--- src/mlt_pkg.sv ---
// mlt_pkg: shared types, codes and constants of the mutex lock table.
// Used by mlt_ctrl, mlt_datapath and mutex_lock_table; depends on nothing.
package mlt_pkg;

  // Default sizes of the bank.
  localparam int NUM_LOCKS_DEF    = 16;
  localparam int COUNTER_BITS_DEF = 11;
  localparam int TID_BITS_DEF     = 16;

  // Field widths of a transaction.
  localparam int OP_W     = 3;
  localparam int INDEX_W  = 4;
  localparam int THREAD_W = 16;
  localparam int MTYPE_W  = 2;
  localparam int STATUS_W = 3;

  // The lock index field reaches this many entries at most.
  localparam int ADDR_LOCKS = 16;

  // Layout of the lock word.
  localparam int                 WORD_W      = 16;
  localparam int                 CNT_FIELD_W = 11;
  localparam int                 CNT_LSB     = 2;
  localparam int                 SHARED_BIT  = 13;
  localparam logic [WORD_W-1:0]  CNT_ONE     = 16'h0004;
  localparam logic [WORD_W-1:0]  W_DESTROYED = 16'hffff;

  // Operation codes.
  localparam logic [OP_W-1:0] OP_INIT    = 3'd0;
  localparam logic [OP_W-1:0] OP_LOCK    = 3'd1;
  localparam logic [OP_W-1:0] OP_TRYLOCK = 3'd2;
  localparam logic [OP_W-1:0] OP_UNLOCK  = 3'd3;
  localparam logic [OP_W-1:0] OP_DESTROY = 3'd4;

  // Status codes of a result.
  localparam logic [STATUS_W-1:0] ST_OK        = 3'd0;
  localparam logic [STATUS_W-1:0] ST_WAIT      = 3'd1;
  localparam logic [STATUS_W-1:0] ST_BUSY      = 3'd2;
  localparam logic [STATUS_W-1:0] ST_DEADLOCK  = 3'd3;
  localparam logic [STATUS_W-1:0] ST_OVERFLOW  = 3'd4;
  localparam logic [STATUS_W-1:0] ST_NOT_OWNER = 3'd5;
  localparam logic [STATUS_W-1:0] ST_INVALID   = 3'd6;

  // Lock type codes, held in the top two bits of the lock word.
  localparam logic [MTYPE_W-1:0] LT_NORMAL     = 2'd0;
  localparam logic [MTYPE_W-1:0] LT_RECURSIVE  = 2'd1;
  localparam logic [MTYPE_W-1:0] LT_ERRORCHECK = 2'd2;
  localparam logic [MTYPE_W-1:0] LT_DEAD       = 2'd3;

  // Lock state codes, held in the low two bits of the lock word.
  localparam logic [1:0] LS_UNLOCKED  = 2'd0;
  localparam logic [1:0] LS_LOCKED    = 2'd1;
  localparam logic [1:0] LS_CONTENDED = 2'd2;

  typedef enum logic {
    S_IDLE,
    S_EXEC
  } ctrl_state_e;

  // How the datapath forms the new lock word.
  typedef enum logic [2:0] {
    WR_NONE,
    WR_INIT,
    WR_NORM_STATE,
    WR_STATE,
    WR_CNT_INC,
    WR_CNT_DEC,
    WR_DESTROY
  } word_wr_e;

  // How the datapath forms the new owner.
  typedef enum logic [1:0] {
    OWN_KEEP,
    OWN_SET,
    OWN_CLEAR
  } owner_wr_e;

  // Command from the controller to the datapath.
  typedef struct packed {
    logic                load;
    logic                done;
    word_wr_e            word_wr;
    owner_wr_e           owner_wr;
    logic [1:0]          set_state;
    logic [STATUS_W-1:0] status;
    logic                wake;
  } cmd_t;

  // Status of the latched transaction and its lock entry.
  typedef struct packed {
    logic               in_range;
    logic [OP_W-1:0]    op;
    logic               init_bad;
    logic [MTYPE_W-1:0] lk_type;
    logic [1:0]         lk_state;
    logic               owner_match;
    logic               cnt_full;
    logic               cnt_zero;
  } lock_stat_t;

endpackage

--- src/mlt_ctrl.sv ---
// mlt_ctrl: controller of the mutex lock table; decides each operation.
// Depends on mlt_pkg; drives mlt_datapath through mlt_pkg::cmd_t.
module mlt_ctrl (
  input  logic                clk_i,
  input  logic                rst_ni,
  input  logic                start,
  input  mlt_pkg::lock_stat_t stat_i,
  output logic                busy,
  output mlt_pkg::cmd_t       cmd_o
);

  mlt_pkg::ctrl_state_e state_q, state_d;
  logic                 blocking;

  always_ff @(posedge clk_i or negedge rst_ni) begin
    if (!rst_ni) begin
      state_q <= mlt_pkg::S_IDLE;
    end else begin
      state_q <= state_d;
    end
  end

  always_comb begin
    state_d = state_q;
    unique case (state_q)
      mlt_pkg::S_IDLE: begin
        if (start) begin
          state_d = mlt_pkg::S_EXEC;
        end
      end
      mlt_pkg::S_EXEC: begin
        state_d = mlt_pkg::S_IDLE;
      end
      default: begin
        state_d = mlt_pkg::S_IDLE;
      end
    endcase
  end

  assign blocking = (stat_i.op == mlt_pkg::OP_LOCK);

  always_comb begin
    cmd_o           = '0;
    cmd_o.word_wr   = mlt_pkg::WR_NONE;
    cmd_o.owner_wr  = mlt_pkg::OWN_KEEP;
    cmd_o.status    = mlt_pkg::ST_INVALID;
    busy            = 1'b0;
    unique case (state_q)
      mlt_pkg::S_IDLE: begin
        cmd_o.load = start;
      end
      mlt_pkg::S_EXEC: begin
        busy       = 1'b1;
        cmd_o.done = 1'b1;
        if (stat_i.in_range) begin
          unique case (stat_i.op) inside
            mlt_pkg::OP_INIT: begin
              cmd_o.word_wr  = mlt_pkg::WR_INIT;
              cmd_o.owner_wr = mlt_pkg::OWN_CLEAR;
              cmd_o.status   = stat_i.init_bad ? mlt_pkg::ST_INVALID : mlt_pkg::ST_OK;
            end
            mlt_pkg::OP_LOCK, mlt_pkg::OP_TRYLOCK: begin
              if (stat_i.lk_type == mlt_pkg::LT_DEAD) begin
                cmd_o.status = mlt_pkg::ST_INVALID;
              end else if (stat_i.lk_type == mlt_pkg::LT_NORMAL) begin
                // Normal locks ignore the owner entirely.
                if (stat_i.lk_state == mlt_pkg::LS_UNLOCKED) begin
                  cmd_o.word_wr   = mlt_pkg::WR_NORM_STATE;
                  cmd_o.set_state = mlt_pkg::LS_LOCKED;
                  cmd_o.status    = mlt_pkg::ST_OK;
                end else if (!blocking) begin
                  cmd_o.status = mlt_pkg::ST_BUSY;
                end else begin
                  cmd_o.word_wr   = mlt_pkg::WR_NORM_STATE;
                  cmd_o.set_state = mlt_pkg::LS_CONTENDED;
                  cmd_o.status    = mlt_pkg::ST_WAIT;
                end
              end else if (stat_i.owner_match) begin
                if (stat_i.lk_type == mlt_pkg::LT_ERRORCHECK) begin
                  cmd_o.status = blocking ? mlt_pkg::ST_DEADLOCK : mlt_pkg::ST_BUSY;
                end else if (stat_i.cnt_full) begin
                  cmd_o.status = mlt_pkg::ST_OVERFLOW;
                end else begin
                  cmd_o.word_wr = mlt_pkg::WR_CNT_INC;
                  cmd_o.status  = mlt_pkg::ST_OK;
                end
              end else if (stat_i.lk_state == mlt_pkg::LS_UNLOCKED) begin
                cmd_o.word_wr   = mlt_pkg::WR_STATE;
                cmd_o.owner_wr  = mlt_pkg::OWN_SET;
                cmd_o.set_state = mlt_pkg::LS_LOCKED;
                cmd_o.status    = mlt_pkg::ST_OK;
              end else if (!blocking) begin
                cmd_o.status = mlt_pkg::ST_BUSY;
              end else begin
                // A held lock is marked contended; other held states stay.
                if (stat_i.lk_state == mlt_pkg::LS_LOCKED) begin
                  cmd_o.word_wr   = mlt_pkg::WR_STATE;
                  cmd_o.set_state = mlt_pkg::LS_CONTENDED;
                end
                cmd_o.status = mlt_pkg::ST_WAIT;
              end
            end
            mlt_pkg::OP_UNLOCK: begin
              if (stat_i.lk_type == mlt_pkg::LT_DEAD) begin
                cmd_o.status = mlt_pkg::ST_INVALID;
              end else if (stat_i.lk_type == mlt_pkg::LT_NORMAL) begin
                cmd_o.word_wr   = mlt_pkg::WR_NORM_STATE;
                cmd_o.set_state = mlt_pkg::LS_UNLOCKED;
                cmd_o.wake      = (stat_i.lk_state == mlt_pkg::LS_CONTENDED);
                cmd_o.status    = mlt_pkg::ST_OK;
              end else if (!stat_i.owner_match) begin
                cmd_o.status = mlt_pkg::ST_NOT_OWNER;
              end else if (!stat_i.cnt_zero) begin
                cmd_o.word_wr = mlt_pkg::WR_CNT_DEC;
                cmd_o.status  = mlt_pkg::ST_OK;
              end else begin
                cmd_o.word_wr   = mlt_pkg::WR_STATE;
                cmd_o.owner_wr  = mlt_pkg::OWN_CLEAR;
                cmd_o.set_state = mlt_pkg::LS_UNLOCKED;
                cmd_o.wake      = (stat_i.lk_state == mlt_pkg::LS_CONTENDED);
                cmd_o.status    = mlt_pkg::ST_OK;
              end
            end
            mlt_pkg::OP_DESTROY: begin
              if (stat_i.lk_state == mlt_pkg::LS_UNLOCKED) begin
                cmd_o.word_wr = mlt_pkg::WR_DESTROY;
                cmd_o.status  = mlt_pkg::ST_OK;
              end else begin
                cmd_o.status = mlt_pkg::ST_BUSY;
              end
            end
            default: begin
              cmd_o.status = mlt_pkg::ST_INVALID;
            end
          endcase
        end
      end
      default: begin
        busy = 1'b0;
      end
    endcase
  end

endmodule

--- src/mlt_datapath.sv ---
// mlt_datapath: lock table registers, request latch and result register.
// Depends on mlt_pkg; commanded by mlt_ctrl.
module mlt_datapath #(
  parameter int NUM_LOCKS    = mlt_pkg::NUM_LOCKS_DEF,
  parameter int COUNTER_BITS = mlt_pkg::COUNTER_BITS_DEF,
  parameter int TID_BITS     = mlt_pkg::TID_BITS_DEF
) (
  input  logic                           clk_i,
  input  logic                           rst_ni,
  input  logic [mlt_pkg::OP_W-1:0]       operation_i,
  input  logic [mlt_pkg::INDEX_W-1:0]    lock_index_i,
  input  logic [mlt_pkg::THREAD_W-1:0]   thread_id_i,
  input  logic [mlt_pkg::MTYPE_W-1:0]    mutex_type_i,
  input  logic                           process_shared_i,
  input  mlt_pkg::cmd_t                  cmd_i,
  output mlt_pkg::lock_stat_t            stat_o,
  output logic                           done_o,
  output logic [mlt_pkg::STATUS_W-1:0]   status_o,
  output logic                           wake_one_o
);

  // Only the entries that the index field can reach are built.
  localparam int DEPTH     = (NUM_LOCKS < mlt_pkg::ADDR_LOCKS) ? NUM_LOCKS
                                                                : mlt_pkg::ADDR_LOCKS;
  localparam int IDX_W     = (DEPTH > 1) ? $clog2(DEPTH) : 1;
  localparam int CNT_MAX_I = (1 << COUNTER_BITS) - 1;
  localparam int WORD_W    = mlt_pkg::WORD_W;

  logic [WORD_W-1:0]   table_word_q  [DEPTH];
  logic [TID_BITS-1:0] table_owner_q [DEPTH];

  logic                        in_range;
  logic [IDX_W-1:0]            idx;
  logic [TID_BITS-1:0]         tid;

  logic [mlt_pkg::OP_W-1:0]    req_op_q;
  logic [IDX_W-1:0]            req_idx_q;
  logic                        req_in_range_q;
  logic [TID_BITS-1:0]         req_tid_q;
  logic [mlt_pkg::MTYPE_W-1:0] req_mtype_q;
  logic                        req_shared_q;
  logic [WORD_W-1:0]           rd_word_q;
  logic [TID_BITS-1:0]         rd_owner_q;

  logic [WORD_W-1:0]           word_d;
  logic [TID_BITS-1:0]         owner_d;
  logic [mlt_pkg::CNT_FIELD_W-1:0] cnt;
  logic                        wr_en;

  logic                         done_q;
  logic [mlt_pkg::STATUS_W-1:0] status_q;
  logic                         wake_q;

  assign in_range = (32'(lock_index_i) < 32'(NUM_LOCKS));
  assign idx      = lock_index_i[IDX_W-1:0];
  assign tid      = TID_BITS'(thread_id_i);

  // Request latch and registered read of the addressed entry.
  always_ff @(posedge clk_i) begin
    if (cmd_i.load) begin
      req_op_q       <= operation_i;
      req_idx_q      <= idx;
      req_in_range_q <= in_range;
      req_tid_q      <= tid;
      req_mtype_q    <= mutex_type_i;
      req_shared_q   <= process_shared_i;
      rd_word_q      <= in_range ? table_word_q[idx] : '0;
      rd_owner_q     <= in_range ? table_owner_q[idx] : '0;
    end
  end

  assign cnt = rd_word_q[mlt_pkg::CNT_LSB +: mlt_pkg::CNT_FIELD_W];

  always_comb begin
    stat_o             = '0;
    stat_o.in_range    = req_in_range_q;
    stat_o.op          = req_op_q;
    stat_o.init_bad    = (req_mtype_q == mlt_pkg::LT_DEAD);
    stat_o.lk_type     = rd_word_q[WORD_W-1 -: mlt_pkg::MTYPE_W];
    stat_o.lk_state    = rd_word_q[1:0];
    stat_o.owner_match = (req_tid_q == rd_owner_q);
    stat_o.cnt_full    = (cnt >= CNT_MAX_I[mlt_pkg::CNT_FIELD_W-1:0]);
    stat_o.cnt_zero    = (cnt == '0);
  end

  always_comb begin
    word_d = rd_word_q;
    unique case (cmd_i.word_wr)
      mlt_pkg::WR_NONE: word_d = rd_word_q;
      mlt_pkg::WR_INIT: begin
        if (req_mtype_q == mlt_pkg::LT_DEAD) begin
          word_d = '0;
        end else begin
          word_d = {req_mtype_q, req_shared_q, 13'd0};
        end
      end
      mlt_pkg::WR_NORM_STATE: begin
        word_d = {2'b00, rd_word_q[mlt_pkg::SHARED_BIT], 11'd0, cmd_i.set_state};
      end
      mlt_pkg::WR_STATE:   word_d = {rd_word_q[WORD_W-1:2], cmd_i.set_state};
      mlt_pkg::WR_CNT_INC: word_d = rd_word_q + mlt_pkg::CNT_ONE;
      mlt_pkg::WR_CNT_DEC: word_d = rd_word_q - mlt_pkg::CNT_ONE;
      mlt_pkg::WR_DESTROY: word_d = mlt_pkg::W_DESTROYED;
      default:             word_d = rd_word_q;
    endcase
  end

  always_comb begin
    owner_d = rd_owner_q;
    unique case (cmd_i.owner_wr)
      mlt_pkg::OWN_KEEP:  owner_d = rd_owner_q;
      mlt_pkg::OWN_SET:   owner_d = req_tid_q;
      mlt_pkg::OWN_CLEAR: owner_d = '0;
      default:            owner_d = rd_owner_q;
    endcase
  end

  // Unchanged entries are written back as read, which is harmless.
  assign wr_en = cmd_i.done && req_in_range_q;

  always_ff @(posedge clk_i or negedge rst_ni) begin
    if (!rst_ni) begin
      for (int i = 0; i < DEPTH; i++) begin
        table_word_q[i]  <= '0;
        table_owner_q[i] <= '0;
      end
    end else if (wr_en) begin
      table_word_q[req_idx_q]  <= word_d;
      table_owner_q[req_idx_q] <= owner_d;
    end
  end

  always_ff @(posedge clk_i or negedge rst_ni) begin
    if (!rst_ni) begin
      done_q <= 1'b0;
    end else begin
      done_q <= cmd_i.done;
    end
  end

  always_ff @(posedge clk_i) begin
    if (cmd_i.done) begin
      status_q <= cmd_i.status;
      wake_q   <= cmd_i.wake;
    end
  end

  assign done_o     = done_q;
  assign status_o   = status_q;
  assign wake_one_o = wake_q;

endmodule

--- src/mutex_lock_table.sv ---
// mutex_lock_table: top level of a bank of hardware mutexes.
// Depends on mlt_pkg, mlt_ctrl and mlt_datapath.
//
//   Channel   Handshake          Payload ports
//   --------  -----------------  ----------------------------------------------
//   request   start / busy       operation_i, lock_index_i, thread_id_i,
//                                mutex_type_i, process_shared_i
//   result    done_o (strobe)    status_o, wake_one_o
//
// A request transaction is taken at a rising edge with start high and busy low.
// At the accepting edge the addressed lock entry is read into registers; then
// the S_EXEC state decides the operation and writes the entry back, so busy
// is high for one cycle after each accept and blocks new requests meanwhile.
// The result strobe done_o is high for exactly one cycle, the cycle after the
// update, and the receiver cannot stall it; a request taken in that same cycle
// already sees the updated entry.
// Reset (rst_ni low, asynchronous) clears every lock word and owner to zero,
// which is a normal, private, unlocked lock without owner, and idles the
// controller. There is no clearing pass.
//
// Each lock keeps a 16-bit word (type, shared flag, recursion counter, state)
// and an owner id. Recursive locks count re-entry by the owner up to the
// counter limit; errorcheck locks refuse a self lock; a lock that cannot be
// taken by a blocking request is marked contended and answers wait, and an
// unlock that releases a contended lock raises wake_one_o. Destroy marks an
// unlocked lock dead until the next init.
module mutex_lock_table #(
  parameter int NUM_LOCKS    = mlt_pkg::NUM_LOCKS_DEF,
  parameter int COUNTER_BITS = mlt_pkg::COUNTER_BITS_DEF,
  parameter int TID_BITS     = mlt_pkg::TID_BITS_DEF
) (
  input  logic                           clk_i,
  input  logic                           rst_ni,
  input  logic                           start,
  output logic                           busy,
  input  logic [mlt_pkg::OP_W-1:0]       operation_i,
  input  logic [mlt_pkg::INDEX_W-1:0]    lock_index_i,
  input  logic [mlt_pkg::THREAD_W-1:0]   thread_id_i,
  input  logic [mlt_pkg::MTYPE_W-1:0]    mutex_type_i,
  input  logic                           process_shared_i,
  output logic                           done_o,
  output logic [mlt_pkg::STATUS_W-1:0]   status_o,
  output logic                           wake_one_o
);

  // Command and status buses between the controller and the datapath.
  mlt_pkg::cmd_t       cmd;
  mlt_pkg::lock_stat_t stat;

  mlt_ctrl u_ctrl (
    .clk_i  (clk_i),
    .rst_ni (rst_ni),
    .start  (start),
    .stat_i (stat),
    .busy   (busy),
    .cmd_o  (cmd)
  );

  mlt_datapath #(
    .NUM_LOCKS    (NUM_LOCKS),
    .COUNTER_BITS (COUNTER_BITS),
    .TID_BITS     (TID_BITS)
  ) u_datapath (
    .clk_i            (clk_i),
    .rst_ni           (rst_ni),
    .operation_i      (operation_i),
    .lock_index_i     (lock_index_i),
    .thread_id_i      (thread_id_i),
    .mutex_type_i     (mutex_type_i),
    .process_shared_i (process_shared_i),
    .cmd_i            (cmd),
    .stat_o           (stat),
    .done_o           (done_o),
    .status_o         (status_o),
    .wake_one_o       (wake_one_o)
  );

`ifndef SYNTHESIS
  // An accepted transaction keeps the block busy for the update cycle.
  a_accept_busy : assert property (@(posedge clk_i) disable iff (!rst_ni)
    (start && !busy) |=> busy)
    else $error("busy did not rise after an accepted transaction");

  // Busy does not stay high past the update.
  a_busy_one_cycle : assert property (@(posedge clk_i) disable iff (!rst_ni)
    busy |=> !busy)
    else $error("busy held longer than one cycle");

  // Every accepted transaction yields its result after the S_EXEC state and the done register.
  a_result_follows : assert property (@(posedge clk_i) disable iff (!rst_ni)
    (start && !busy) |-> ##2 done_o)
    else $error("result strobe missing after an accepted transaction");

  // A result is only shown for a transaction that went through an update.
  a_result_cause : assert property (@(posedge clk_i) disable iff (!rst_ni)
    done_o |-> $past(busy))
    else $error("result strobe without a preceding update cycle");

  // A wake is only raised by a successful unlock.
  a_wake_ok : assert property (@(posedge clk_i) disable iff (!rst_ni)
    (done_o && wake_one_o) |-> (status_o == mlt_pkg::ST_OK))
    else $error("wake raised with a status other than ok");
`endif

endmodule
--- config.mk ---
export PLATFORM = sky130hd
export DESIGN_NAME = mutex_lock_table
export DESIGN_NICKNAME = d
export VERILOG_FILES = /design/src/mlt_pkg.sv /design/src/mlt_ctrl.sv /design/src/mlt_datapath.sv /design/src/mutex_lock_table.sv
export SDC_FILE = /design/constraint.sdc
export NUM_CORES = 1
export LEC_CHECK = 0
export ABC_CLOCK_PERIOD_IN_PS = 4100
export BUFFER_PORTS_ARGS = -buffer_cell sky130_fd_sc_hd__buf_4
export CAP_MARGIN = 20
export CORE_MARGIN = 10
export CORE_UTILIZATION = 36
export CTS_CLUSTER_DIAMETER = 30
export DETAILED_ROUTE_END_ITERATION = 16
export REMOVE_ABC_BUFFERS = 1
export SYNTH_ARGS = -nofsm -noshare
export SYNTH_HDL_FRONTEND = slang
export SYNTH_HIERARCHICAL = 1
export SYNTH_SLANG_ARGS = --single-unit
--- constraint.sdc ---
create_clock -name clk_i -period 4.1 [get_ports clk_i]
set_input_delay 0.82 -clock clk_i [delete_from_list [all_inputs] [get_ports clk_i]]
set_output_delay 0.82 -clock clk_i [all_outputs]
set_load 0.03 [all_outputs]
==> results of run 1 <==
==> cell usage after synthesis, drive strengths merged (14+ instances only) <==
library cell / instances
edfxtp: 62
nor2: 87
clkbuf: 160
nand2b: 14
mux2: 52
nand2: 458
mux4: 160
buf: 43
o21ai: 422
a21oi: 71
xnor2: 21
a22oi: 16
dfrtp: 514
==> routing by layer <==
metal / GRT usage [%] / part of all wire (%) / up-vias
met5: 0 / 0 / -
met3: 3.76 / 6.2 / 122
met2: 27.6 / 48 / 543
met4: 5.60 / 2.5 / 0
met1: 22.8 / 44 / 9455
li1: - / - / 8276
==> placed cells by master, fill, tap and decap left out, types with 8 or more instances in the layout <==
cell / synthesis / layout
sky130_fd_sc_hd__dfrtp_1: 514 / 514
sky130_fd_sc_hd__o21ai_2: 9 / 9
sky130_fd_sc_hd__xnor2_1: 21 / 19
sky130_fd_sc_hd__buf_4: 9 / 158
sky130_fd_sc_hd__a21oi_1: 71 / 69
sky130_fd_sc_hd__clkbuf_8: 0 / 23
sky130_fd_sc_hd__buf_12: 0 / 16
sky130_fd_sc_hd__clkinv_2: 0 / 25
sky130_fd_sc_hd__a22oi_1: 16 / 16
sky130_fd_sc_hd__nor4_1: 9 / 8
sky130_fd_sc_hd__nand4_1: 8 / 8
sky130_fd_sc_hd__mux2_2: 51 / 49
sky130_fd_sc_hd__o21ai_0: 408 / 387
sky130_fd_sc_hd__clkbuf_16: 0 / 116
sky130_fd_sc_hd__nor2_1: 87 / 86
sky130_fd_sc_hd__nand2b_1: 14 / 14
sky130_fd_sc_hd__buf_6: 6 / 11
sky130_fd_sc_hd__o21ai_1: 5 / 26
sky130_fd_sc_hd__nand2_1: 458 / 453
sky130_fd_sc_hd__nor3_1: 12 / 9
sky130_fd_sc_hd__clkinvlp_4: 0 / 8
sky130_fd_sc_hd__bufinv_16: 0 / 10
sky130_fd_sc_hd__mux4_2: 160 / 160
sky130_fd_sc_hd__edfxtp_1: 62 / 62
sky130_fd_sc_hd__clkbuf_1: 158 / 17
==> what timing repair did <==
item,CTS,global route
resized for setup,57,22
endpoints found under the setup margin,171,176
cloned,5,1
pin swaps,14,10
setup buffers,12,3
==> logic make-up after synthesis <==
group                      Yosys count  share of synthesized area [%]
and+or+nand+nor                    639                           10.3
muxes                              214                           16.2
other                                1                         0.0144
AOI/OAI and AO/OA                  570                           12.2
DFF                                576                           56.7
xor gates and xnor gates            22                          0.742
buffers and inverters              212                           3.50
adders and majority gates            8                          0.356
==> final cells by class <==
| cell class | instances | area, um2 | area share, % |
|---|---|---|---|
| antenna | 3 | 7.51 | 0.0232 |
| clock buffer | 155 | 3270 | 10.1 |
| clock inverter | 58 | 734 | 2.27 |
| inverter | 9 | 36.3 | 0.112 |
| multi-input combinational | 1455 | 10700 | 32.9 |
| sequential | 576 | 14700 | 45.5 |
| tap | 950 | 1190 | 3.67 |
| timing repair buffer | 191 | 1760 | 5.43 |
==> worst max path at each step <==
stage                                                  start                                      end  slack [ns]
after floorplan            u_datapath/req_tid_q[6]$_DFFE_PP_  u_datapath/table_word_q[40]$_DFFE_PN0P_       -1.93
after global placement     u_datapath/rd_word_q[9]$_DFFE_PP_  u_datapath/table_word_q[24]$_DFFE_PN0P_       -0.43
after detailed placement   u_datapath/rd_word_q[9]$_DFFE_PP_  u_datapath/table_word_q[24]$_DFFE_PN0P_       -0.44
after CTS                 u_datapath/rd_owner_q[0]$_DFFE_PP_  u_datapath/table_word_q[24]$_DFFE_PN0P_       -0.18
after global routing       u_datapath/req_tid_q[4]$_DFFE_PP_  u_datapath/table_word_q[40]$_DFFE_PN0P_       -0.35
final                      u_datapath/req_tid_q[4]$_DFFE_PP_  u_datapath/table_word_q[40]$_DFFE_PN0P_       -0.17
==> metrics by stage <==
step | TNS [ns] | total power, mW | setup slack, ns | util, % | hold slack, ns
6_report | -8.42 | 20.7 | -0.174 | 45.3 | 0.220
5_1_grt | -27.39 | 21.7 | -0.354 | 45.3 | 0.289
4_1_cts | -6.95 | 20.8 | -0.178 | 45.0 | 0.263
3_5_place_dp | -34.86 | 11.3 | -0.440 | 39.0 | 0.465
3_3_place_gp | -34.43 | 11.1 | -0.429 | 38.9 | 0.455
2_1_floorplan | -297.68 | 10.1 | -1.93 | - | 0.445
==> registers in the layout (all words and copies together) (netlist names), 2 cells and up <==
name                      cells
u_datapath/req_idx_q          4
u_datapath/table_owner_q    256
u_datapath/req_tid_q         16
u_datapath/req_mtype_q        2
u_datapath/table_word_q     256
u_datapath/status_o           3
u_datapath/rd_owner_q        16
u_datapath/req_op_q           3
u_datapath/rd_word_q         16
==> worst max-delay path, cell delays in order, from the launching register on <==
cell                       delay (ns)
sky130_fd_sc_hd__edfxtp_1        0.40
sky130_fd_sc_hd__xnor2_1         0.22
sky130_fd_sc_hd__nand4_1         0.15
sky130_fd_sc_hd__nor4_2          0.29
sky130_fd_sc_hd__buf_4           0.20
sky130_fd_sc_hd__buf_6           0.12
sky130_fd_sc_hd__a21oi_1         0.05
sky130_fd_sc_hd__nor2_1          0.10
sky130_fd_sc_hd__o32ai_1         0.10
sky130_fd_sc_hd__a22o_1          0.26
sky130_fd_sc_hd__nand3b_4        0.18
sky130_fd_sc_hd__xnor2_2         0.16
sky130_fd_sc_hd__ha_4            0.19
sky130_fd_sc_hd__or4_4           0.48
sky130_fd_sc_hd__nor4_4          0.15
sky130_fd_sc_hd__a31oi_1         0.08
sky130_fd_sc_hd__mux2_4          0.32
sky130_fd_sc_hd__a221oi_4        0.27
sky130_fd_sc_hd__buf_6           0.16
sky130_fd_sc_hd__buf_12          0.12
sky130_fd_sc_hd__o21ai_0         0.09
==> where the power goes <==
part / switching (mW) / internal, mW
Combinational: 1.60 / 1.69
Sequential: 0.797 / 7.31
Clock: 3.12 / 6.22
==> summary.md, run 1 <==
| Metric | Value |
|---|---|
| Transition time at the pin with the least slew margin | `1.12 ns` |
| Element type at the critical path end | `flip-flop` |
| Post-DP Area | `0.0278 mm2` |
| Port Buffer Count | `34` |
| Highest Clock Rate | `0.234 GHz` |
| Total setup violations reported at the end of the flow | `80` |
| Core area | `0.0715 mm2` |
| Clock Sink Count | `576` |
| Cells after DPL | `3,158` |
| Largest buffer count on any clock path | `3` |
| Tmin final | `4.27 ns` |
| Die Outline Area | `0.0833 mm2` |
| Ratio of final minimum period to clock period | `104%` |
| Effective utilization at floorplan | `36.3%` |
| CTS clock-pin slew for the worst setup and hold paths | `0.05 ns` |
| CTS tree | `built` |
| Vias in the first global route | `19,100` |
| Global-route wire length before repair | `111 mm` |
| TritonCTS buffer count | `113` |
| Clock latency of the later-clocked register in the worst-skew pair | `0.69 ns` |
| Fraction of synthesized cell area taken by the top area cell type | `49.5%` |
| Part of the Yosys area used for sequential elements | `56.7%` |
| Violated checks | `negative setup slack` |
| Avg Synthesized Cell Area | `11.6 um2` |
| Maximum fanout encountered on the critical timing path | `8` |
| CTS H-Tree Depth | `3` |
| First drt pass iteration count | `6` |
| Share of post-route cells with drive strength above 1 | `27.3%` |
| Required time of the worst setup path | `4.60 ns` |
| Post-CTS Hold Fix Bufs | `0` |
| Status | `finished with violations` |
| Die extent in y | `289 um` |
| Final Net Count | `2,380` |
| Number of cell instances on the worst register-to-register path | `20` |
| Final weighted congestion in routability-driven placement | `0.839` |
| Arrival time of the worst setup path | `4.78 ns` |
| Post-detailed-route count of antenna-violating nets | `0` |
| Grt ovf | `0` |
| Launch instance of the worst register-to-register path | `u_datapath/req_tid_q[4]$_DFFE_PP_` |
| Normalized max-slew margin | `24.7%` |
| Unique cell type count in the Yosys netlist | `81` |
| Die outline width | `289 um` |
| Library cell with the largest summed area after synthesis | `sky130_fd_sc_hd__dfrtp_1` |
| Number of fill cells in the layout | `6,424` |
| CP Launch Type | `flip-flop` |
| Maximum Capacitance Violations | `0` |
| Average vias per placed instance | `5.42` |
| Total power per unit cell area | `640 mW/mm2` |
| Final wirelength | `71.3 mm` |
| Largest voltage drop on the vdd net | `0.000451 V` |
| Row cnt | `98` |
| DRC violation total after the first TritonRoute iteration | `1,332` |
| Crit Reg-Reg Endpoint | `u_datapath/table_word_q[40]$_DFFE_PN0P_` |
| Count of unresolved DRC violations after routing | `0` |
| Unrepaired setup endpoints after global routing | `true` |
| Gate count of the mapped netlist | `2,242` |
| Pin count of the biggest net entering global routing | `110` |
| Class of the most critical setup path | `flip-flop to flip-flop` |
| Layout area overhead | `24.6%` |
| Worst setup skew after layout | `0.0769 ns` |
| Reported leakage power | `13.9 nW` |
| Post-route design area | `0.0324 mm2` |
| HPWL Detailed | `42.1 mm` |
| Area of the mapped netlist | `0.0260 mm2` |
| Number of I/O pins | `35` |
| Routed wirelength normalized by instance count | `21.0 um` |
| Setup slack after layout | `-0.174 ns` |
| Top cells by area, synth | `sky130_fd_sc_hd__dfrtp_1 (50%), sky130_fd_sc_hd__mux4_2 (14%), sky130_fd_sc_hd__o21ai_0 (7.9%)` |
| Post-layout instance count excluding filler cells | `3,397` |
| Syn. warnings | `6` |
| Total GRT Usage | `17.1%` |
| Clock Tree Root | `sky130_fd_sc_hd__clkbuf_16` |
| Final count of hold timing violations | `0` |
| Number of enable-type register cells in the synthesized netlist | `62` |
| Via Count | `18,400` |
| Proportion of register bits with asynchronous set or reset after synthesis | `89.2%` |
| Flop2flop setup slack | `-0.17 ns` |
| Total of flip-flops plus latches after synthesis | `576` |
| Worst hold path class | `input pin to asynchronous set/reset pin` |
| Initial antenna violation count | `1` |
| Most used flip-flop cell after synthesis | `sky130_fd_sc_hd__dfrtp_1` |
| Final number of max-transition violations | `0` |
Note: power is estimated with default switching activity, not from simulation.
==> inputs of run 2 (changes only) <==
--- a/config.mk
+++ b/config.mk
@@ -8,7 +8,7 @@
 export ABC_CLOCK_PERIOD_IN_PS = 4100
 export BUFFER_PORTS_ARGS = -buffer_cell sky130_fd_sc_hd__buf_4
 export CAP_MARGIN = 20
-export CORE_MARGIN = 10
+export CORE_MARGIN = 1.5
 export CORE_UTILIZATION = 36
 export CTS_CLUSTER_DIAMETER = 30
 export DETAILED_ROUTE_END_ITERATION = 16
==> run 2 against run 1 <==
The flow still finishes with violations (negative setup slack). Register-to-register slack better by 0.02 ns. Flip-flop and latch count stayed put. Global-route usage is 2.1 points higher. Clock-buffer cell count is 31 lower. Combinational power hardly changed. Core utilization hardly changed.
==> summary.md, run 2 (synthesized netlist as in run 1, its figures left out) <==
| Metric | Value |
|---|---|
| Status | `finished with violations` |
| Violated checks | `negative setup slack` |
| Clock latency of the later-clocked register in the worst-skew pair | `0.66 ns (-0.03 ns)` |
| Transition time at the pin with the least slew margin | `1.11 ns (-0.0113 ns)` |
| First drt pass iteration count | `5 (-1)` |
| Required time of the worst setup path | `4.63 ns (+0.03 ns)` |
| Grt ovf | `0 (unchanged)` |
| Total negative slack | `-5.34 ns (+3.07 ns)` |
| Tmin final | `4.25 ns (-0.0250 ns)` |
| Via Count | `18,100 (-1.5%)` |
| CTS H-Tree Depth | `3 (unchanged)` |
| Die outline width | `272 um (-5.9%)` |
| Post-place setup slack | `-0.306 ns (+0.134 ns)` |
| Total setup violations reported at the end of the flow | `75 (-6.3%)` |
| Clock Tree Root | `sky130_fd_sc_hd__clkbuf_16` |
| Global-route wire length before repair | `110 mm (-0.68%)` |
| Vias in the first global route | `18,800 (-1.7%)` |
| Class of the most critical setup path | `flip-flop to flip-flop` |
| Row cnt | `98 (unchanged)` |
| Crit Reg-Reg Endpoint | `u_datapath/table_word_q[92]$_DFFE_PN0P_` |
| Number of fill cells in the layout | `6,424 (unchanged)` |
| Ratio of final minimum period to clock period | `104% (-0.61 points)` |
| Effective utilization at floorplan | `36.3% (unchanged)` |
| Initial antenna violation count | `0 (-1)` |
| HPWL Detailed | `40.8 mm (-3.1%)` |
| Commonest cells after routing, fill and taps aside | `sky130_fd_sc_hd__dfrtp_1 (514), sky130_fd_sc_hd__nand2_1 (454), sky130_fd_sc_hd__o21ai_0 (393)` |
| Count of unresolved DRC violations after routing | `0 (unchanged)` |
| TritonCTS buffer count | `105 (-7.1%)` |
| Reported leakage power | `13.9 nW (about the same)` |
| DRC violation total after the first TritonRoute iteration | `1,551 (+16%)` |
| Largest registers | `u_datapath/table_owner_q (256), u_datapath/table_word_q (256)` |
| Total GRT Usage | `19.2% (+2.1 points)` |
| Number of I/O pins | `35 (unchanged)` |
| Routed wirelength normalized by instance count | `20.7 um (-1.5%)` |
| Launch instance of the worst register-to-register path | `u_datapath/req_tid_q[7]$_DFFE_PP_` |
| Element type at the critical path end | `flip-flop` |
| Normalized max-slew margin | `25.5% (+0.76 points)` |
| Average vias per placed instance | `5.36 (-1.0%)` |
| Post-detailed-route count of antenna-violating nets | `0 (unchanged)` |
| Critical path capture point | `u_datapath/table_word_q[92]$_DFFE_PN0P_` |
| Unrepaired setup endpoints after global routing | `true` |
| Setup slack after layout | `-0.149 ns (+0.0250 ns)` |
| Number of cell instances on the worst register-to-register path | `18 (-10%)` |
| CTS tree | `built` |
| Die extent in y | `272 um (-5.9%)` |
| Arrival time of the worst setup path | `4.78 ns (about the same)` |
| Largest voltage drop on the vdd net | `0.000377 V (-16%)` |
| ANT cells | `0 (-3)` |
| Largest buffer count on any clock path | `3 (unchanged)` |
| Maximum Capacitance Violations | `0 (unchanged)` |
| Total power per unit cell area | `639 mW/mm2 (-0.13%)` |
| Port Buffer Count | `34 (unchanged)` |
| CTS clock-pin slew for the worst setup and hold paths | `0.05 ns (about the same)` |
| Maximum fanout encountered on the critical timing path | `8 (unchanged)` |
| Final number of max-transition violations | `0 (unchanged)` |
| Highest Clock Rate | `0.235 GHz (+0.59%)` |
| Core area | `0.0715 mm2 (unchanged)` |
| Final Net Count | `2,372 (-0.34%)` |
| Most common cell after layout, fill and taps aside | `sky130_fd_sc_hd__dfrtp_1` |
| Die Outline Area | `0.0738 mm2 (-11%)` |
| Layout area overhead | `24.7% (about the same)` |
| Clock Sink Count | `576 (unchanged)` |
| Worst setup skew after layout | `0.0335 ns (-0.0434 ns)` |
| Share of post-route cells with drive strength above 1 | `27.7% (+0.47 points)` |
| Source of the critical timing path | `u_datapath/req_tid_q[7]$_DFFE_PP_` |
| Final count of hold timing violations | `0 (unchanged)` |
| Post-route total power | `20.7 mW (about the same)` |
| Final weighted congestion in routability-driven placement | `0.912 (+8.7%)` |
| Pin count of the biggest net entering global routing | `116 (+5.5%)` |
| Flop2flop setup slack | `-0.15 ns (+0.02 ns)` |
| Worst hold path class | `input pin to asynchronous set/reset pin` |
| CP Launch Type | `flip-flop` |
| Final wirelength | `69.9 mm (-1.9%)` |
| Post-CTS Hold Fix Bufs | `0 (unchanged)` |
run 2: cell count changes in the layout (fill, tap and decap cells not counted), sizes merged:
cell,change
clkbuf,-28
inv,+14
bufinv,+7
clkinv,-7
buf,-4
clkinvlp,+4
diode,-3
and3,+1
run 2: layer usage:
metal	wire length, um	up-vias	GRT usage (%)
met5	0	-	0
met4	1800	0	6.40
met3	3440	124	3.34
met2	33400	489	31.0
met1	31300	9247	26.4
li1	-	8260	-
run 2: worst max-delay path, stage by stage (launching register included):
cell and delay (ns):
sky130_fd_sc_hd__edfxtp_1 0.42, sky130_fd_sc_hd__xnor2_1 0.19, sky130_fd_sc_hd__nand4_1 0.15, sky130_fd_sc_hd__nor4_2 0.29, sky130_fd_sc_hd__buf_4 0.19, sky130_fd_sc_hd__buf_6 0.11, sky130_fd_sc_hd__and3_1 0.21, sky130_fd_sc_hd__a32o_1 0.17
sky130_fd_sc_hd__o21a_1 0.20, sky130_fd_sc_hd__nand3b_4 0.14, sky130_fd_sc_hd__xnor2_4 0.16, sky130_fd_sc_hd__ha_4 0.19, sky130_fd_sc_hd__or4_4 0.48, sky130_fd_sc_hd__a21oi_4 0.19, sky130_fd_sc_hd__nor4_2 0.07, sky130_fd_sc_hd__mux2_4 0.29
sky130_fd_sc_hd__nand4b_4 0.23, sky130_fd_sc_hd__clkbuf_16 0.21, sky130_fd_sc_hd__mux2_4 0.25
run 2: power by group:
group,total [mW],switching [mW],internal [mW]
clock network,9.31,3.14,6.17
registers,8.09,0.792,7.30
logic,3.30,1.58,1.72
total,20.7,5.52,15.2
run 2: repair_timing:
action | in CTS | in global routing
cloned | 3 | 6
setup endpoints to repair | 108 | 169
buffers inserted | 7 | 8
gates resized for setup | 46 | 61
pin swaps | 8 | 9
run 2: layout make-up:
class                   count  area, um2  area share [%]
clock buffers             124       2870            8.87
clock inverters            76       1030            3.19
repair buffers            190       1740            5.37
inverters                   9       36.3           0.112
well taps                 950       1190            3.67
multi-input cells        1456      10800            33.3
flip-flops and latches    576      14700            45.5
run 2: through the flow:
stage               std cells  util, %  hold slack, ns  instance area (um2)
finish                   3381     45.3           0.302                32400
global route             3381     45.3           0.317                32400
CTS                      3368     44.8           0.306                32000
detailed placement       3158     38.9           0.464                27800
global placement         3158     38.9           0.456                27800
floorplan                2039        -           0.445                25100
run 2: how the worst min path moves through the flow:
stage	slack, ns	start	cells past startpoint	to
after floorplan	0.44	u_datapath/table_owner_q[144]$_DFFE_PN0P_	2	u_datapath/table_owner_q[144]$_DFFE_PN0P_
after global placement	0.46	u_datapath/table_word_q[88]$_DFFE_PN0P_	2	u_datapath/table_word_q[88]$_DFFE_PN0P_
after detailed placement	0.46	u_datapath/table_word_q[184]$_DFFE_PN0P_	2	u_datapath/table_word_q[184]$_DFFE_PN0P_
after CTS	0.31	operation_i[0]	1	u_datapath/req_op_q[0]$_DFFE_PP_
after global routing	0.32	operation_i[0]	1	u_datapath/req_op_q[0]$_DFFE_PP_
final	0.30	rst_ni	1	u_datapath/table_word_q[189]$_DFFE_PN0P_
==> inputs of run 3 (changes only) <==
--- a/config.mk
+++ b/config.mk
@@ -5,7 +5,7 @@
 export SDC_FILE = /design/constraint.sdc
 export NUM_CORES = 1
 export LEC_CHECK = 0
-export ABC_CLOCK_PERIOD_IN_PS = 4100
+export ABC_CLOCK_PERIOD_IN_PS = 3500
 export BUFFER_PORTS_ARGS = -buffer_cell sky130_fd_sc_hd__buf_4
 export CAP_MARGIN = 20
 export CORE_MARGIN = 1.5
==> constraint.sdc (replaced) <==
create_clock -name clk_i -period 3.5 [get_ports clk_i]
set_input_delay 0.7 -clock clk_i [delete_from_list [all_inputs] [get_ports clk_i]]
set_output_delay 0.7 -clock clk_i [all_outputs]
set_load 0.03 [all_outputs]
==> run 3 against run 2 <==
The flow still finishes with violations (negative setup slack). Clock-buffer cell count up 14. Wire length rose by 3.6%. Clock skew rose by 0.0070 ns. Critical path depth increased by 2. Flip-flop and latch count is the same. Cell area up 1.2%. Clock power increased by 15%. Via count grew 2.1%. Final cell count up 1.1%. Sequential power up 17%. Critical path type unchanged. Critical endpoint is now u_datapath/table_word_q[140]$_DFFE_PN0P_. Largest cell class unchanged. Highest routed layer unchanged.
==> summary.md, run 3 (synthesized netlist as in run 1, its figures left out) <==
| Metric | Value |
|---|---|
| Via Count | `18,500 (+2.1%)` |
| ANT cells | `0 (unchanged)` |
| Maximum Capacitance Violations | `0 (unchanged)` |
| Largest buffer count on any clock path | `3 (unchanged)` |
| CTS clock-pin slew for the worst setup and hold paths | `0.05 ns (about the same)` |
| Element type at the critical path end | `flip-flop` |
| Grt ovf | `0 (unchanged)` |
| Core area | `0.0715 mm2 (unchanged)` |
| Effective utilization at floorplan | `36.3% (unchanged)` |
| Clock Sink Count | `576 (unchanged)` |
| CTS tree | `built` |
| Critical path, cell by cell | `xnor2_1 > nand4_1 > nor4_2 > buf_4 > buf_6 > a21oi_4 > nor2_1 > o32ai_1 > a22o_1 > nand3b_4 > xnor2_2 > ha_2 > or4_4 > buf_6 > a21oi_4 > nor4_2 > mux2_4 > nand4b_4 > clkbuf_16 > mux2_2` |
| Worst hold path class | `input pin to asynchronous set/reset pin` |
| Pin count of the biggest net entering global routing | `104 (-10%)` |
| Die extent in y | `272 um (unchanged)` |
| Combinational fraction of design power | `16.7% (+0.7 points)` |
| Largest registers | `u_datapath/table_owner_q (256), u_datapath/table_word_q (256)` |
| Average vias per placed instance | `5.41 (+1.0%)` |
| Post-detailed-route count of antenna-violating nets | `0 (unchanged)` |
| Status | `finished with violations` |
| Port Buffer Count | `34 (unchanged)` |
| CP Launch Type | `flip-flop` |
| Reported leakage power | `14.2 nW (+1.5%)` |
| Worst setup skew after layout | `0.0406 ns (+0.00703 ns)` |
| Die Outline Area | `0.0738 mm2 (unchanged)` |
| Most common cell after layout, fill and taps aside | `sky130_fd_sc_hd__dfrtp_1` |
| Commonest cells after routing, fill and taps aside | `sky130_fd_sc_hd__dfrtp_1 (514), sky130_fd_sc_hd__nand2_1 (454), sky130_fd_sc_hd__o21ai_0 (337)` |
| Share of power burned in the clock network | `44.2% (-0.8 points)` |
| Clock Tree Root | `sky130_fd_sc_hd__clkbuf_16` |
| Total setup violations reported at the end of the flow | `476 (+530%)` |
| Sequential share of power | `39.1% (about the same)` |
| Ratio of final minimum period to clock period | `122% (+18 points)` |
| DRC violation total after the first TritonRoute iteration | `1,456 (-6.1%)` |
| Final weighted congestion in routability-driven placement | `0.844 (-7.5%)` |
| Final count of hold timing violations | `0 (unchanged)` |
| Cells after DPL | `3,187 (+0.92%)` |
| Routed wirelength normalized by instance count | `21.2 um (+2.5%)` |
| Class of the most critical setup path | `flip-flop to flip-flop` |
| Layout area overhead | `26.2%` |
| Number of I/O pins | `35 (unchanged)` |
| Total negative slack | `-142.52 ns (-137.18 ns)` |
| Arrival time of the worst setup path | `4.80 ns (+0.02 ns)` |
| First drt pass iteration count | `7 (+2)` |
| Fraction of the core area covered by cells at the end of the flow | `45.9% (+0.54 points)` |
| Violated checks | `negative setup slack` |
| Required time of the worst setup path | `4.03 ns (-0.60 ns)` |
| Final Net Count | `2,409 (+1.6%)` |
| Total power per unit cell area | `740 mW/mm2 (+16%)` |
| Count of unresolved DRC violations after routing | `0 (unchanged)` |
| Total GRT Usage | `20.0% (+0.76 points)` |
| Slowest stage cell on the critical path | `sky130_fd_sc_hd__or4_4` |
| Vias in the first global route | `19,500 (+3.7%)` |
| HPWL Detailed | `41.8 mm (+2.6%)` |
| Share of post-route cells with drive strength above 1 | `29.7% (+1.9 points)` |
| Tmin final | `4.27 ns (+0.0215 ns)` |
| TritonCTS buffer count | `107 (+1.9%)` |
| Initial antenna violation count | `0 (unchanged)` |
| Final wirelength | `72.4 mm (+3.6%)` |
| Largest voltage drop on the vdd net | `0.000564 V (+49%)` |
| Net Sw Power | `6.48 mW (+17%)` |
| Die outline width | `272 um (unchanged)` |
| Switching Share | `26.7% (+0.059 points)` |
| Post-layout instance count excluding filler cells | `3,418 (+1.1%)` |
| Clock latency of the later-clocked register in the worst-skew pair | `0.66 ns (about the same)` |
| Row cnt | `98 (unchanged)` |
| Internal Pwr Total | `17.8 mW (+17%)` |
| CTS H-Tree Depth | `3 (unchanged)` |
| Maximum fanout encountered on the critical timing path | `8 (unchanged)` |
| Setup slack after layout | `-0.770 ns (-0.621 ns)` |
| Normalized max-slew margin | `28.3% (+2.9 points)` |
| Unrepaired setup endpoints after global routing | `true` |
| Global-route wire length before repair | `114 mm (+3.5%)` |
| Final number of max-transition violations | `0 (unchanged)` |
| Critical path's largest stage delay | `0.46 ns (-0.02 ns)` |
| Highest Clock Rate | `0.234 GHz (-0.50%)` |
| Transition time at the pin with the least slew margin | `1.07 ns (-0.0428 ns)` |
[run 3: final timing paths]
kind,from,endpoint,slack (ns),depth (start not counted)
worst max-delay path,u_datapath/req_tid_q[1]$_DFFE_PP_,u_datapath/table_word_q[140]$_DFFE_PN0P_,-0.77,20
max in group asynchronous,rst_ni,u_datapath/table_owner_q[124]$_DFFE_PN0P_,2.47,2
worst min register to register,u_datapath/table_word_q[72]$_DFFE_PN0P_,u_datapath/table_word_q[72]$_DFFE_PN0P_,0.47,2
worst min-delay path,rst_ni,u_datapath/table_word_q[61]$_DFFE_PN0P_,0.05,1
worst max register to register,u_datapath/req_tid_q[1]$_DFFE_PP_,u_datapath/table_word_q[140]$_DFFE_PN0P_,-0.77,20
min in group clk_i,operation_i[0],u_datapath/req_op_q[0]$_DFFE_PP_,0.23,1
[run 3: worst max-delay path, delay by kind of cell, from the launching register on]
family | cells | cell delay [ns]
xor gates and xnor gates | 2 | 0.33
AOI/OAI and AO/OA | 4 | 0.53
muxes | 2 | 0.54
DFF | 1 | 0.41
and+or+nand+nor | 7 | 1.47
adders and majority gates | 1 | 0.18
buffers and inverters | 4 | 0.68
[run 3: area by class of cell]
cell class / instances / area [um2]
Tap cell: 950 / 1190
Inverter: 9 / 36.3
Timing Repair Buffer: 225 / 2090
Clock inverter: 64 / 823
Clock buffer: 138 / 3020
Fill cell: 6368 / 38700
Sequential cell: 576 / 14700
Multi-Input combinational cell: 1456 / 10900
[run 3: routing by layer]
metal / vias up / track usage [%] / wire [um]
met1: 9454 / 26.7 / 31400
met4: 0 / 7.22 / 2010
met3: 129 / 3.71 / 3810
li1: 8357 / - / -
met5: - / 0 / 0
met2: 566 / 32.6 / 35200
[run 3: stage by stage]
stage               setup slack, ns  total power, mW  hold slack (ns)  area, um2
floorplan                     -2.53             11.8            0.404      25100
detailed placement           -0.896             13.3            0.465      28100
global placement             -0.839             13.0            0.456      28100
global route                 -0.932             25.4           0.0656      32800
CTS                          -0.819             24.3           0.0547      32400
finish                       -0.770             24.3           0.0455      32800
[run 3: what timing repair did]
item                       4_1_cts  5_1_grt
resized for setup               97      101
hold buffers                     0        0
gates cloned                     8        1
setup buffers                   13        7
pin swaps                       24       52
setup endpoints to repair      242      506
[run 3: power groups by stage]
stage | Combinational (mW) | Sequential [mW] | Clock (mW)
after floorplan | 2.51 | 9.31 | 0
after global placement | 3.60 | 9.40 | 0
after detailed placement | 3.77 | 9.55 | 0
after CTS | 3.97 | 9.47 | 10.9
after global routing | 4.52 | 9.68 | 11.2
final | 4.04 | 9.49 | 10.7
